`config.mk`:
```
export PLATFORM = sky130hd
export DESIGN_NAME = rv64i_integer_alu
export DESIGN_NICKNAME = d
export VERILOG_FILES = /design/src/design/rv64alu_pkg.sv /design/src/design/rv64alu_decode.sv /design/src/design/rv64alu_execute.sv /design/src/design/rv64i_integer_alu.sv
export SDC_FILE = /design/constraint.sdc
export NUM_CORES = 1
export LEC_CHECK = 0
export BUFFER_PORTS_ARGS = -buffer_cell sky130_fd_sc_hd__buf_2
export CAP_MARGIN = 20
export CORE_AREA = 2 2 211 213
export CTS_CLUSTER_SIZE = 30
export DETAILED_ROUTE_END_ITERATION = 10
export DIE_AREA = 0 0 213 215
export PLACE_DENSITY = 0.88
export SKIP_CTS_REPAIR_TIMING = 1
export SLEW_MARGIN = 10
export SYNTH_ARGS = -nofsm -noshare
export SYNTH_HDL_FRONTEND = slang
export SYNTH_SLANG_ARGS = --single-unit
```
`constraint.sdc`:
```
create_clock -name clk -period 5.4 [get_ports clk]
set_clock_uncertainty 0.2 [all_clocks]
set_input_delay 1.62 -clock clk [delete_from_list [all_inputs] [get_ports clk]]
set_output_delay 1.62 -clock clk [all_outputs]
set_load 0.02 [all_outputs]
```
`src/design/rv64alu_pkg.sv`:
```
// shared types and encoding constants for the rv64i integer alu
package rv64alu_pkg;

  // data path width and word-form width
  localparam int XLEN   = 64;
  localparam int WORD_W = 32;

  // instruction class codes on func
  localparam logic [1:0] CLS_OP_IMM    = 2'd0;
  localparam logic [1:0] CLS_OP        = 2'd1;
  localparam logic [1:0] CLS_OP_IMM_32 = 2'd2;
  localparam logic [1:0] CLS_OP_32     = 2'd3;

  // funct3 codes
  localparam logic [2:0] F3_ADD  = 3'd0;
  localparam logic [2:0] F3_SLL  = 3'd1;
  localparam logic [2:0] F3_SLT  = 3'd2;
  localparam logic [2:0] F3_SLTU = 3'd3;
  localparam logic [2:0] F3_XOR  = 3'd4;
  localparam logic [2:0] F3_SRL  = 3'd5;
  localparam logic [2:0] F3_OR   = 3'd6;
  localparam logic [2:0] F3_AND  = 3'd7;

  // funct7 / funct6 codes
  localparam logic [6:0] F7_BASE    = 7'h00;
  localparam logic [6:0] F7_ALT     = 7'h20;
  localparam logic [5:0] F6_BASE    = 6'h00;
  localparam logic [5:0] F6_SRA     = 6'h10;
  localparam logic [5:0] F6_SLLI_UW = 6'h02;

  // internal operation selected by decode
  typedef enum logic [3:0] {
    OP_ADD,
    OP_SUB,
    OP_SLT,
    OP_SLTU,
    OP_XOR,
    OP_OR,
    OP_AND,
    OP_SLL,
    OP_SRL,
    OP_SRA
  } op_t;

  // control that travels with an item down the pipe
  typedef struct packed {
    op_t  op;
    logic word;
    logic legal;
  } ctl_t;

endpackage

```
`src/design/rv64alu_decode.sv`:
```
// stage 1: instruction decode, operand and shift amount selection
module rv64alu_decode #(
  parameter int XLEN = rv64alu_pkg::XLEN
) (
  input  logic                      clk,
  input  logic                      rst,
  input  logic                      in_valid,
  input  logic [1:0]                func,
  input  logic [31:0]               instruction,
  input  logic [4:0]                dest_index,
  input  logic [XLEN-1:0]           operand_a,
  input  logic [XLEN-1:0]           operand_b,
  input  logic                      zba_en,
  output logic                      out_valid,
  output rv64alu_pkg::ctl_t         out_ctl,
  output logic [$clog2(XLEN)-1:0]   out_shamt,
  output logic [XLEN-1:0]           out_a,
  output logic [XLEN-1:0]           out_b,
  output logic [4:0]                out_index
);

  localparam int SHW = $clog2(XLEN);
  localparam int WW  = rv64alu_pkg::WORD_W;

  logic [2:0]      f3;
  logic [6:0]      f7;
  logic [5:0]      f6;
  logic [XLEN-1:0] imm;
  logic [XLEN-1:0] lo_zext;
  logic [XLEN-1:0] lo_sext;
  logic [SHW-1:0]  sh_full;
  logic [SHW-1:0]  sh_word;

  rv64alu_pkg::ctl_t ctl_next;
  logic [SHW-1:0]    shamt_next;
  logic [XLEN-1:0]   a_next;
  logic [XLEN-1:0]   b_next;

  // instruction fields
  assign f3      = instruction[14:12];
  assign f7      = instruction[31:25];
  assign f6      = instruction[31:26];
  assign imm     = {{(XLEN-12){instruction[31]}}, instruction[31:20]};
  assign lo_zext = {{(XLEN-WW){1'b0}}, operand_a[WW-1:0]};
  assign lo_sext = {{(XLEN-WW){operand_a[WW-1]}}, operand_a[WW-1:0]};
  assign sh_full = instruction[20 +: SHW];
  assign sh_word = {{(SHW-5){1'b0}}, instruction[24:20]};

  // decode per class
  always_comb begin
    ctl_next.op    = rv64alu_pkg::OP_ADD;
    ctl_next.word  = 1'b0;
    ctl_next.legal = 1'b0;
    a_next         = operand_a;
    b_next         = operand_b;
    shamt_next     = operand_b[SHW-1:0];
    unique case (func)
      rv64alu_pkg::CLS_OP_IMM: begin
        b_next     = imm;
        shamt_next = sh_full;
        ctl_next.legal = 1'b1;
        unique case (f3)
          rv64alu_pkg::F3_ADD:  ctl_next.op = rv64alu_pkg::OP_ADD;
          rv64alu_pkg::F3_SLT:  ctl_next.op = rv64alu_pkg::OP_SLT;
          rv64alu_pkg::F3_SLTU: ctl_next.op = rv64alu_pkg::OP_SLTU;
          rv64alu_pkg::F3_XOR:  ctl_next.op = rv64alu_pkg::OP_XOR;
          rv64alu_pkg::F3_OR:   ctl_next.op = rv64alu_pkg::OP_OR;
          rv64alu_pkg::F3_AND:  ctl_next.op = rv64alu_pkg::OP_AND;
          rv64alu_pkg::F3_SLL: begin
            ctl_next.op    = rv64alu_pkg::OP_SLL;
            ctl_next.legal = (f6 == rv64alu_pkg::F6_BASE);
          end
          default: begin
            ctl_next.op    = (f6 == rv64alu_pkg::F6_SRA) ? rv64alu_pkg::OP_SRA
                                                         : rv64alu_pkg::OP_SRL;
            ctl_next.legal = (f6 == rv64alu_pkg::F6_BASE) ||
                             (f6 == rv64alu_pkg::F6_SRA);
          end
        endcase
      end
      rv64alu_pkg::CLS_OP: begin
        if (f7 == rv64alu_pkg::F7_BASE) begin
          ctl_next.legal = 1'b1;
          unique case (f3)
            rv64alu_pkg::F3_ADD:  ctl_next.op = rv64alu_pkg::OP_ADD;
            rv64alu_pkg::F3_SLL:  ctl_next.op = rv64alu_pkg::OP_SLL;
            rv64alu_pkg::F3_SLT:  ctl_next.op = rv64alu_pkg::OP_SLT;
            rv64alu_pkg::F3_SLTU: ctl_next.op = rv64alu_pkg::OP_SLTU;
            rv64alu_pkg::F3_XOR:  ctl_next.op = rv64alu_pkg::OP_XOR;
            rv64alu_pkg::F3_SRL:  ctl_next.op = rv64alu_pkg::OP_SRL;
            rv64alu_pkg::F3_OR:   ctl_next.op = rv64alu_pkg::OP_OR;
            default:              ctl_next.op = rv64alu_pkg::OP_AND;
          endcase
        end else if (f7 == rv64alu_pkg::F7_ALT) begin
          if (f3 == rv64alu_pkg::F3_ADD) begin
            ctl_next.op    = rv64alu_pkg::OP_SUB;
            ctl_next.legal = 1'b1;
          end else if (f3 == rv64alu_pkg::F3_SRL) begin
            ctl_next.op    = rv64alu_pkg::OP_SRA;
            ctl_next.legal = 1'b1;
          end
        end
      end
      rv64alu_pkg::CLS_OP_IMM_32: begin
        b_next        = imm;
        shamt_next    = sh_word;
        ctl_next.word = 1'b1;
        if (f3 == rv64alu_pkg::F3_ADD) begin
          ctl_next.legal = 1'b1;
        end else if (f3 == rv64alu_pkg::F3_SLL) begin
          ctl_next.op = rv64alu_pkg::OP_SLL;
          if (zba_en && (f6 == rv64alu_pkg::F6_SLLI_UW)) begin
            // slli.uw: zero-extended low word, full shift, no word result
            a_next         = lo_zext;
            shamt_next     = sh_full;
            ctl_next.word  = 1'b0;
            ctl_next.legal = 1'b1;
          end else begin
            ctl_next.legal = (f7 == rv64alu_pkg::F7_BASE);
          end
        end else if (f3 == rv64alu_pkg::F3_SRL) begin
          if (f7 == rv64alu_pkg::F7_BASE) begin
            ctl_next.op    = rv64alu_pkg::OP_SRL;
            a_next         = lo_zext;
            ctl_next.legal = 1'b1;
          end else if (f7 == rv64alu_pkg::F7_ALT) begin
            ctl_next.op    = rv64alu_pkg::OP_SRA;
            a_next         = lo_sext;
            ctl_next.legal = 1'b1;
          end
        end
      end
      default: begin
        shamt_next    = {{(SHW-5){1'b0}}, operand_b[4:0]};
        ctl_next.word = 1'b1;
        if (f7 == rv64alu_pkg::F7_BASE) begin
          if (f3 == rv64alu_pkg::F3_ADD) begin
            ctl_next.legal = 1'b1;
          end else if (f3 == rv64alu_pkg::F3_SLL) begin
            ctl_next.op    = rv64alu_pkg::OP_SLL;
            ctl_next.legal = 1'b1;
          end else if (f3 == rv64alu_pkg::F3_SRL) begin
            ctl_next.op    = rv64alu_pkg::OP_SRL;
            a_next         = lo_zext;
            ctl_next.legal = 1'b1;
          end
        end else if (f7 == rv64alu_pkg::F7_ALT) begin
          if (f3 == rv64alu_pkg::F3_ADD) begin
            ctl_next.op    = rv64alu_pkg::OP_SUB;
            ctl_next.legal = 1'b1;
          end else if (f3 == rv64alu_pkg::F3_SRL) begin
            ctl_next.op    = rv64alu_pkg::OP_SRA;
            a_next         = lo_sext;
            ctl_next.legal = 1'b1;
          end
        end
      end
    endcase
  end

  // stage valid
  always_ff @(posedge clk) begin
    if (rst) begin
      out_valid <= 1'b0;
    end else begin
      out_valid <= in_valid;
    end
  end

  // stage payload
  always_ff @(posedge clk) begin
    out_ctl   <= ctl_next;
    out_shamt <= shamt_next;
    out_a     <= a_next;
    out_b     <= b_next;
    out_index <= dest_index;
  end

endmodule

```
`src/design/rv64alu_execute.sv`:
```
// stage 2: adder, compare, logic and barrel shifter
module rv64alu_execute #(
  parameter int XLEN = rv64alu_pkg::XLEN
) (
  input  logic                      clk,
  input  logic                      rst,
  input  logic                      in_valid,
  input  rv64alu_pkg::ctl_t         in_ctl,
  input  logic [$clog2(XLEN)-1:0]   in_shamt,
  input  logic [XLEN-1:0]           in_a,
  input  logic [XLEN-1:0]           in_b,
  input  logic [4:0]                in_index,
  output logic                      out_valid,
  output rv64alu_pkg::ctl_t         out_ctl,
  output logic [XLEN-1:0]           out_result,
  output logic [4:0]                out_index
);

  logic            is_sub;
  logic [XLEN-1:0] b_add;
  logic [XLEN-1:0] sum;
  logic            lt_s;
  logic            lt_u;
  logic [XLEN-1:0] result_next;

  // shared add / subtract
  assign is_sub = (in_ctl.op == rv64alu_pkg::OP_SUB);
  assign b_add  = is_sub ? ~in_b : in_b;
  assign sum    = in_a + b_add + {{(XLEN-1){1'b0}}, is_sub};

  // compares
  assign lt_s = $signed(in_a) < $signed(in_b);
  assign lt_u = in_a < in_b;

  // result select
  always_comb begin
    unique case (in_ctl.op)
      rv64alu_pkg::OP_ADD,
      rv64alu_pkg::OP_SUB:  result_next = sum;
      rv64alu_pkg::OP_SLT:  result_next = {{(XLEN-1){1'b0}}, lt_s};
      rv64alu_pkg::OP_SLTU: result_next = {{(XLEN-1){1'b0}}, lt_u};
      rv64alu_pkg::OP_XOR:  result_next = in_a ^ in_b;
      rv64alu_pkg::OP_OR:   result_next = in_a | in_b;
      rv64alu_pkg::OP_AND:  result_next = in_a & in_b;
      rv64alu_pkg::OP_SLL:  result_next = in_a << in_shamt;
      rv64alu_pkg::OP_SRL:  result_next = in_a >> in_shamt;
      rv64alu_pkg::OP_SRA:  result_next = $unsigned($signed(in_a) >>> in_shamt);
      default:              result_next = sum;
    endcase
  end

  // stage valid
  always_ff @(posedge clk) begin
    if (rst) begin
      out_valid <= 1'b0;
    end else begin
      out_valid <= in_valid;
    end
  end

  // stage payload
  always_ff @(posedge clk) begin
    out_ctl    <= in_ctl;
    out_result <= result_next;
    out_index  <= in_index;
  end

endmodule

```
`src/design/rv64i_integer_alu.sv`:
```
// top level of the rv64i integer alu: decode, execute and writeback stages
//
//  channel  | handshake            | payload
//  ---------+----------------------+-------------------------------------------
//  command  | start, busy          | func, instruction, dest_index,
//           |                      | operand_a, operand_b
//  result   | done (one cycle)     | write_index, write_value, legal
//  config   | cfg_write            | cfg_data (zba_shift_enable)
//
// one instruction per cycle; a result shows on done once its transfer has passed
// through the decode, execute and writeback registers.
// busy is always low: the pipe never stalls and results are never held off.
// rst clears the stage valid bits and the config bit; payload regs are not reset.
module rv64i_integer_alu #(
  parameter int XLEN = rv64alu_pkg::XLEN
) (
  input  logic            clk,
  input  logic            rst,
  input  logic            start,
  output logic            busy,
  input  logic [1:0]      func,
  input  logic [31:0]     instruction,
  input  logic [4:0]      dest_index,
  input  logic [XLEN-1:0] operand_a,
  input  logic [XLEN-1:0] operand_b,
  output logic            done,
  output logic [4:0]      write_index,
  output logic [XLEN-1:0] write_value,
  output logic            legal,
  input  logic            cfg_write,
  input  logic            cfg_data
);

  localparam int SHW = $clog2(XLEN);
  localparam int WW  = rv64alu_pkg::WORD_W;

  logic              zba_shift_enable;
  logic              dec_valid;
  rv64alu_pkg::ctl_t dec_ctl;
  logic [SHW-1:0]    dec_shamt;
  logic [XLEN-1:0]   dec_a;
  logic [XLEN-1:0]   dec_b;
  logic [4:0]        dec_index;
  logic              exe_valid;
  rv64alu_pkg::ctl_t exe_ctl;
  logic [XLEN-1:0]   exe_result;
  logic [4:0]        exe_index;
  logic [XLEN-1:0]   value_next;

  assign busy = 1'b0;

  // configuration register
  always_ff @(posedge clk) begin
    if (rst) begin
      zba_shift_enable <= 1'b0;
    end else if (cfg_write) begin
      zba_shift_enable <= cfg_data;
    end
  end

  rv64alu_decode #(.XLEN(XLEN)) u_decode (
    .clk         (clk),
    .rst         (rst),
    .in_valid    (start),
    .func        (func),
    .instruction (instruction),
    .dest_index  (dest_index),
    .operand_a   (operand_a),
    .operand_b   (operand_b),
    .zba_en      (zba_shift_enable),
    .out_valid   (dec_valid),
    .out_ctl     (dec_ctl),
    .out_shamt   (dec_shamt),
    .out_a       (dec_a),
    .out_b       (dec_b),
    .out_index   (dec_index)
  );

  rv64alu_execute #(.XLEN(XLEN)) u_execute (
    .clk        (clk),
    .rst        (rst),
    .in_valid   (dec_valid),
    .in_ctl     (dec_ctl),
    .in_shamt   (dec_shamt),
    .in_a       (dec_a),
    .in_b       (dec_b),
    .in_index   (dec_index),
    .out_valid  (exe_valid),
    .out_ctl    (exe_ctl),
    .out_result (exe_result),
    .out_index  (exe_index)
  );

  // word sign extension and reserved-encoding zeroing
  always_comb begin
    if (!exe_ctl.legal) begin
      value_next = '0;
    end else if (exe_ctl.word) begin
      value_next = {{(XLEN-WW){exe_result[WW-1]}}, exe_result[WW-1:0]};
    end else begin
      value_next = exe_result;
    end
  end

  // writeback valid
  always_ff @(posedge clk) begin
    if (rst) begin
      done <= 1'b0;
    end else begin
      done <= exe_valid;
    end
  end

  // writeback payload
  always_ff @(posedge clk) begin
    write_index <= exe_index;
    write_value <= value_next;
    legal       <= exe_ctl.legal;
  end

endmodule

```
== After elaboration in Yosys (flattened, before gate mapping) ==
Cells that the tools add are included.

* Bits in registers: 290
* Logic and storage cells: 116

* $add $sub $neg: 2
* Order comparisons: 2
* Equal/unequal tests: 21
* Shift-type cells: 3
* Mux-type cells: 57
* Bitwise gates (word level): 4
* Reductions and logical operators: 9

{| class="wikitable"
|+ Operators by type and width
! kind !! count
|-
| 2-to-1 mux 64 bit || 16
|-
| one-hot mux 64 bit (8 select lines) || 1
|-
| < comparator 64 bit || 2
|-
| one-hot mux 64 bit (2 select lines) || 1
|-
| adder 64 x 1 -> 64 bit || 1
|-
| adder 64 bit || 1
|-
| bitwise AND 64 bit || 1
|-
| inverter 64 bit || 1
|-
| OR 64 bit || 1
|-
| left shift 64 x 6 -> 64 bit || 1
|-
| right shift 64 x 6 -> 64 bit || 1
|-
| >>> shifter 64 x 6 -> 64 bit || 1
|-
| bitwise XOR 64 bit || 1
|-
| one-hot mux 4 bit (7 select lines) || 2
|-
| 2-to-1 mux 4 bit || 12
|-
| 2-to-1 mux 6 bit || 3
|-
| one-hot mux 6 bit (3 select lines) || 1
|-
| equality test 4 x 3 -> 1 bit, second input constant || 4
|-
| 2-to-1 mux 1 bit || 16
|-
| equality test 3 bit, second input constant || 4
|-
| one-hot mux 4 bit (3 select lines) || 1
|-
| equality test 4 x 2 -> 1 bit, second input constant || 2
|-
| equality test 4 bit, second input constant || 2
|-
| equality test 7 x 6 -> 1 bit, second input constant || 1
|-
| other kinds (18) || 21
|}

== Logic depth before layout (Yosys ltp) ==
* Depth after elaboration: 7
* Depth in mapped cells: 17

== Hierarchy ==
From an unflattened synthesis, not the netlist that was laid out.

* Cell total of the unflattened synthesis: 3048
* Area, all modules: 25458.2 um^2

{| class="wikitable"
|+ By module, submodules not included
! module !! instances !! cells each !! area each (um^2) !! seq. area each (um^2)
|-
| rv64alu_execute || 1 || 2478 || 19038.3 || 1521.5
|-
| rv64alu_decode || 1 || 383 || 4245.3 || 2922.8
|-
| rv64i_integer_alu || 1 || 187 || 2174.6 || 1441.4
|}

== Least setup slack after synthesis ==
OpenSTA, ideal clock, no wires.

* Path kind: register to register
* From: register u_decode.out_ctl[3] (netlist name)
* To: register u_execute.out_result[53]
* Arrival time: 4012 ps
* Data required time: 5078 ps
* Slack: 1066 ps
* Stages on the path, launching flop included: 17
* Path buffers: 4
* Clock period less this slack: 4334 ps
* Cells stage by stage: dfxtp_1 -> buf_2 -> nor4b_4 -> clkbuf_1 -> buf_1 -> xnor2_1 -> ha_1 -> clkbuf_1 -> and4_1 -> nor3b_1 -> inv_1 -> o21ai_0 -> a31oi_4 -> o21ai_2 -> a21boi_1 -> o21a_1 -> a311o_1

* Longest elaborated chain between the ends: 5

{| class="wikitable"
|+ Ends and longest elaborated chain
! item !! RTL line !! text
|-
| start, declared || rv64alu_decode.sv:15 || <nowiki>output rv64alu_pkg::ctl_t out_ctl,</nowiki>
|-
| start signal, assigned || rv64alu_decode.sv:172 || <nowiki>out_ctl <= ctl_next;</nowiki>
|-
| equality test 4 x 1 -> 1 bit || rv64alu_execute.sv:27 || <nowiki>assign is_sub = (in_ctl.op == rv64alu_pkg::OP_SUB);</nowiki>
|-
| 2-to-1 mux 64 bit || rv64alu_execute.sv:28 || <nowiki>assign b_add = is_sub ? ~in_b : in_b;</nowiki>
|-
| adder 64 bit || rv64alu_execute.sv:29 || <nowiki>assign sum = in_a + b_add + {{(XLEN-1){1'b0}}, is_sub};</nowiki>
|-
| adder 64 x 1 -> 64 bit || rv64alu_execute.sv:29 ||
|-
| one-hot mux 64 bit (8 select lines) * || rv64alu_execute.sv:37 || <nowiki>unique case (in_ctl.op)</nowiki>
|-
| named net u_execute.result_next[53] || rv64alu_execute.sv:24 || <nowiki>logic [XLEN-1:0] result_next;</nowiki>
|-
| end signal, assigned || rv64alu_execute.sv:64 || <nowiki>out_result <= result_next;</nowiki>
|-
| end, declared || rv64alu_execute.sv:15 || <nowiki>output logic [XLEN-1:0] out_result,</nowiki>
|}

Mark *: on every way through the listed nets, which the timed path passes. The rest lies on a longest branch.
A chain may end at the register's enable or synchronous reset.

== Worst setup path in the final report ==
* From: register u_decode.out_ctl[3] (netlist name)
* To: register u_execute.out_result[58]

The elaborated chain is that of the path after synthesis.

==> summary.md <==
| Metric | Value |
|---|---|
| Die Footprint | around 46000 um2 |
| Via count | 27.7k |
| Synth async-reset ratio | 0 |
| Power share of the sequential group | 0.301 |
| CP arrival | between 5 and 6 ns |
| Core footprint | between 40000 and 50000 um2 |
| Grt total ovfl | 0 |
| Sequential fraction of the synthesis area | 0.213 |
| Placer congestion estimate | about 1.1 |
| WP buf/inv | 1 |
| TritonCTS buffer count | 30 |
| Met2 usage in global routing | 0.708 |
| DRT antenna net count | 0 |
| Fin crit share | 0.893 |
| RSZ-0062 raised after global routing | no |
| Clock Path Buffers | 3 |
| Slowest CP cell | o21ai_0 |
| Crit start category | flop |
| Pleak | 13.0 nW |
| Slowest stage delay, CP | between 0.6 and 0.7 ns |
| Clk_lat worst skew | around 0.61 ns |
| Pre-Repair DR Iteration Count | 7 |
| M3 GR Usage | 0.165 |
| TNS Setup | 0 ns |
| Initial antenna violation count | 15 |
| CTS tree | built |
| Largest net degree at the start of global routing | between 100 and 150 |
| Max FO, Critical Path | 30 |
| Worst R2R Path Depth | 13 |
| Logic pwr share | 0.447 |
| I/O pin count | 244 |
| Tightest Pin Transition | around 1.1 ns |
| Primary FF master, synth | dfxtp_1 |
| Clock Pin Slew Worst Setup and Hold Paths | ~0.06 ns |
| Wirelength, routed | ~110000 um |
| Post-route DRC | 0 |
| Final setup viols | 0 |
| P_sw | ~3.7 mW |
| Post-synth top area share | 0.213 |
| Worst Hold Path Cells | 0 |
| Worst EP required | ~5.7 ns |
| Sw Ratio | 0.415 |
| Layout fillers | between 3k and 4k |
| GRT busiest layer | met2 |
| Fin. max-slew vios | 0 |
| Largest cells by area after synthesis | dfxtp_1, ha_1, mux4_2 |
| Mapped Nets | between 3k and 4k |
| Cell variety after synth | 86 |
| PortBufs | about 230 |
| Pwr/cell area | between 300 and 400 nW/um2 |
| YS warnings | 0 |
| Min cycle time layout | about 4.8 ns |
| Outcome | finished, final reports clean |
| Simple-Gate Fraction of Synth Area | 0.168 |
| DP HPWL | roughly 86000 um |
| Worst VDD drop | between 0.2 and 0.3 mV |
| FF+latch count, synth | 285 |
| Layout Nets | 3802 |
| Final Hold Vio Count | 0 |
| Mux contribution to synthesized area | 0.189 |
| Cells after Synth | around 3.3k |
| Die width | 213 um |
| Via/cell ratio | between 6 and 7 |
| CTS Root Cell | clkbuf_16 |
| CP delay by family, top | simple AND/OR/NAND/NOR gates |
| Combinational family with the most area after synthesis | compound AO/OA/AOI/OAI gates |
| Critical path class | reg2reg |
| WL/cell | about 29 um |
| Initial DRC Count | roughly 5k |
| Cell taking the most area after synthesis | dfxtp_1 |
| Area growth, synth to finish | 9.96% |
| Die Ht | 215 um |
| Post-synthesis instance area | 26700 um2 |
| Number of global-route vias before repair | about 26k |
| First-pass GRT wire length | ~170000 um |
| Internal power | 5.23 mW |
| Row count | 77 |
| Syn Area/Cell | roughly 8 um2 |
| Num Clock Sinks | between 200 and 300 |
| Htree depth | 1 |
| XOR/XNOR Fraction of Synth Area | 0.0354 |
| M1 GR Usage | 0.665 |
| Total of max-cap violations | 0 |
| Rel. slew slack | 0.227 |
| HP Class | reg2reg |
| Initial Util | 0.613 |
| Clk pwr share | 0.252 |
| Worst-path cell chain | nor4b_4, buf_12, xnor2_1, ha_1, nand4_1, a211o_1, nor3_1, o31ai_1, nand3_1, a22oi_1, o21ai_0, o32ai_1, or3_1 |
| Crit. End Element | flop |
| Share of cells above drive strength 1 | 0.169 |
| Post-synth EDFFs | 0 |
| Compound-cell area share of the yosys netlist | 0.209 |
| F_max | between 0.2 and 0.25 GHz |
| Min Hold Slack | 0.128 ns |
| Cell depth of the worst setup path | 13 |
| GR Util All Layers | 0.489 |
| Synth Area in Adders | 0.120 |
-- registers in the layout (all words and copies together) (netlist names), 2 cells and up --
name / flops
u_execute.out_result: 64
write_value: 64
write_index: 5
u_decode.out_ctl: 6
u_decode.out_b: 64
u_execute.out_ctl: 2
u_decode.out_index: 5
u_decode.out_a: 64
u_execute.out_index: 5
-- metal layers --
layer | up-vias | share of wire | wire [um]
met5 | - | 0.00029 | 33
met4 | 6 | 0.053 | 6010
met3 | 385 | 0.15 | 17700
met2 | 2194 | 0.41 | 47500
met1 | 13100 | 0.38 | 43200
li1 | 12000 | - | -
-- power groups by stage --
stage | Sequential, mW | Clock (mW) | Combinational [mW]
after floorplan | 2.72 | 0 | 2.47
after global placement | 2.70 | 0 | 3.74
after detailed placement | 2.71 | 0 | 3.77
after CTS | 2.68 | 2.26 | 3.81
after global routing | 2.72 | 2.35 | 4.20
final | 2.70 | 2.26 | 4.00
-- final timing paths --
kind | to | from | slack [ns]
worst max register to register | u_execute.out_result[58] | u_decode.out_ctl[3] | 0.58
worst min register to register | write_index[0] | u_execute.out_index[0] | 0.13
worst min-delay path | write_index[0] | u_execute.out_index[0] | 0.13
worst max-delay path | u_execute.out_result[58] | u_decode.out_ctl[3] | 0.58
-- final cells by class --
type | count | area [um2] | share of cell area
multi-input combinational | 2575 | 19400 | 0.658
sequential | 285 | 5730 | 0.195
timing repair buffer | 308 | 1840 | 0.0624
clock buffer | 39 | 835 | 0.0284
tap | 592 | 741 | 0.0252
inverter | 174 | 656 | 0.0223
clock inverter | 17 | 250 | 0.00851
antenna | 5 | 12.5 | 0.000425
-- placed cells by master (no fill, tap or decap), types with 22 or more instances in the layout --
master / synthesis / routed
a221oi_1: 33 / 33
nand3_1: 52 / 52
a211oi_1: 37 / 37
o221ai_1: 22 / 22
mux2_2: 35 / 35
o21ai_0: 185 / 185
nor3_1: 54 / 54
mux4_2: 136 / 136
nand2b_1: 42 / 41
a21o_1: 41 / 41
o211ai_1: 23 / 23
o22ai_1: 68 / 68
a21boi_0: 42 / 42
clkbuf_16: 0 / 30
mux2i_1: 161 / 161
a21oi_1: 231 / 231
and2_1: 47 / 47
nor2_1: 298 / 296
buf_4: 8 / 76
o21bai_1: 30 / 30
xnor2_1: 90 / 90
inv_1: 170 / 170
buf_2: 23 / 225
ha_1: 255 / 255
dfxtp_1: 285 / 277
nand2_1: 404 / 403
-- cell families after synthesis --
kind of cell    Yosys count
other cells               1
mux                     332
buf+inv                 429
simple gates           1010
xor+xnor                108
flops                   285
compound gates          868
fa+ha+maj               256
-- cell usage after synthesis (33+ instances only) --
cell type  instances
o22ai_1           68
and2_1            47
nand2b_1          42
mux2_2            35
a21oi_1          231
xnor2_1           90
buf_1             42
nor2_1           298
ha_1             255
nand2_1          404
a221oi_1          33
clkbuf_1         174
a211oi_1          37
nor3_1            54
nand3_1           52
mux4_2           136
mux2i_1          161
dfxtp_1          285
a21boi_0          42
o21ai_0          185
a21o_1            41
inv_1            170
-- per-stage QoR --
step / power (mW) / instance area, um2 / worst slack (ns) / utilization / std cells
6_report: 8.95 / 29400 / 0.575 / 0.674 / 3995
5_1_grt: 9.26 / 29400 / 0.372 / 0.674 / 3991
4_1_cts: 8.75 / 29400 / 0.703 / 0.674 / 3990
3_5_place_dp: 6.49 / 28300 / 0.733 / 0.649 / 3934
3_3_place_gp: 6.43 / 28300 / 0.790 / 0.649 / 3934
2_1_floorplan: 5.19 / 26700 / 1.07 / - / 3289
Note: power is estimated with default switching activity, not from simulation.
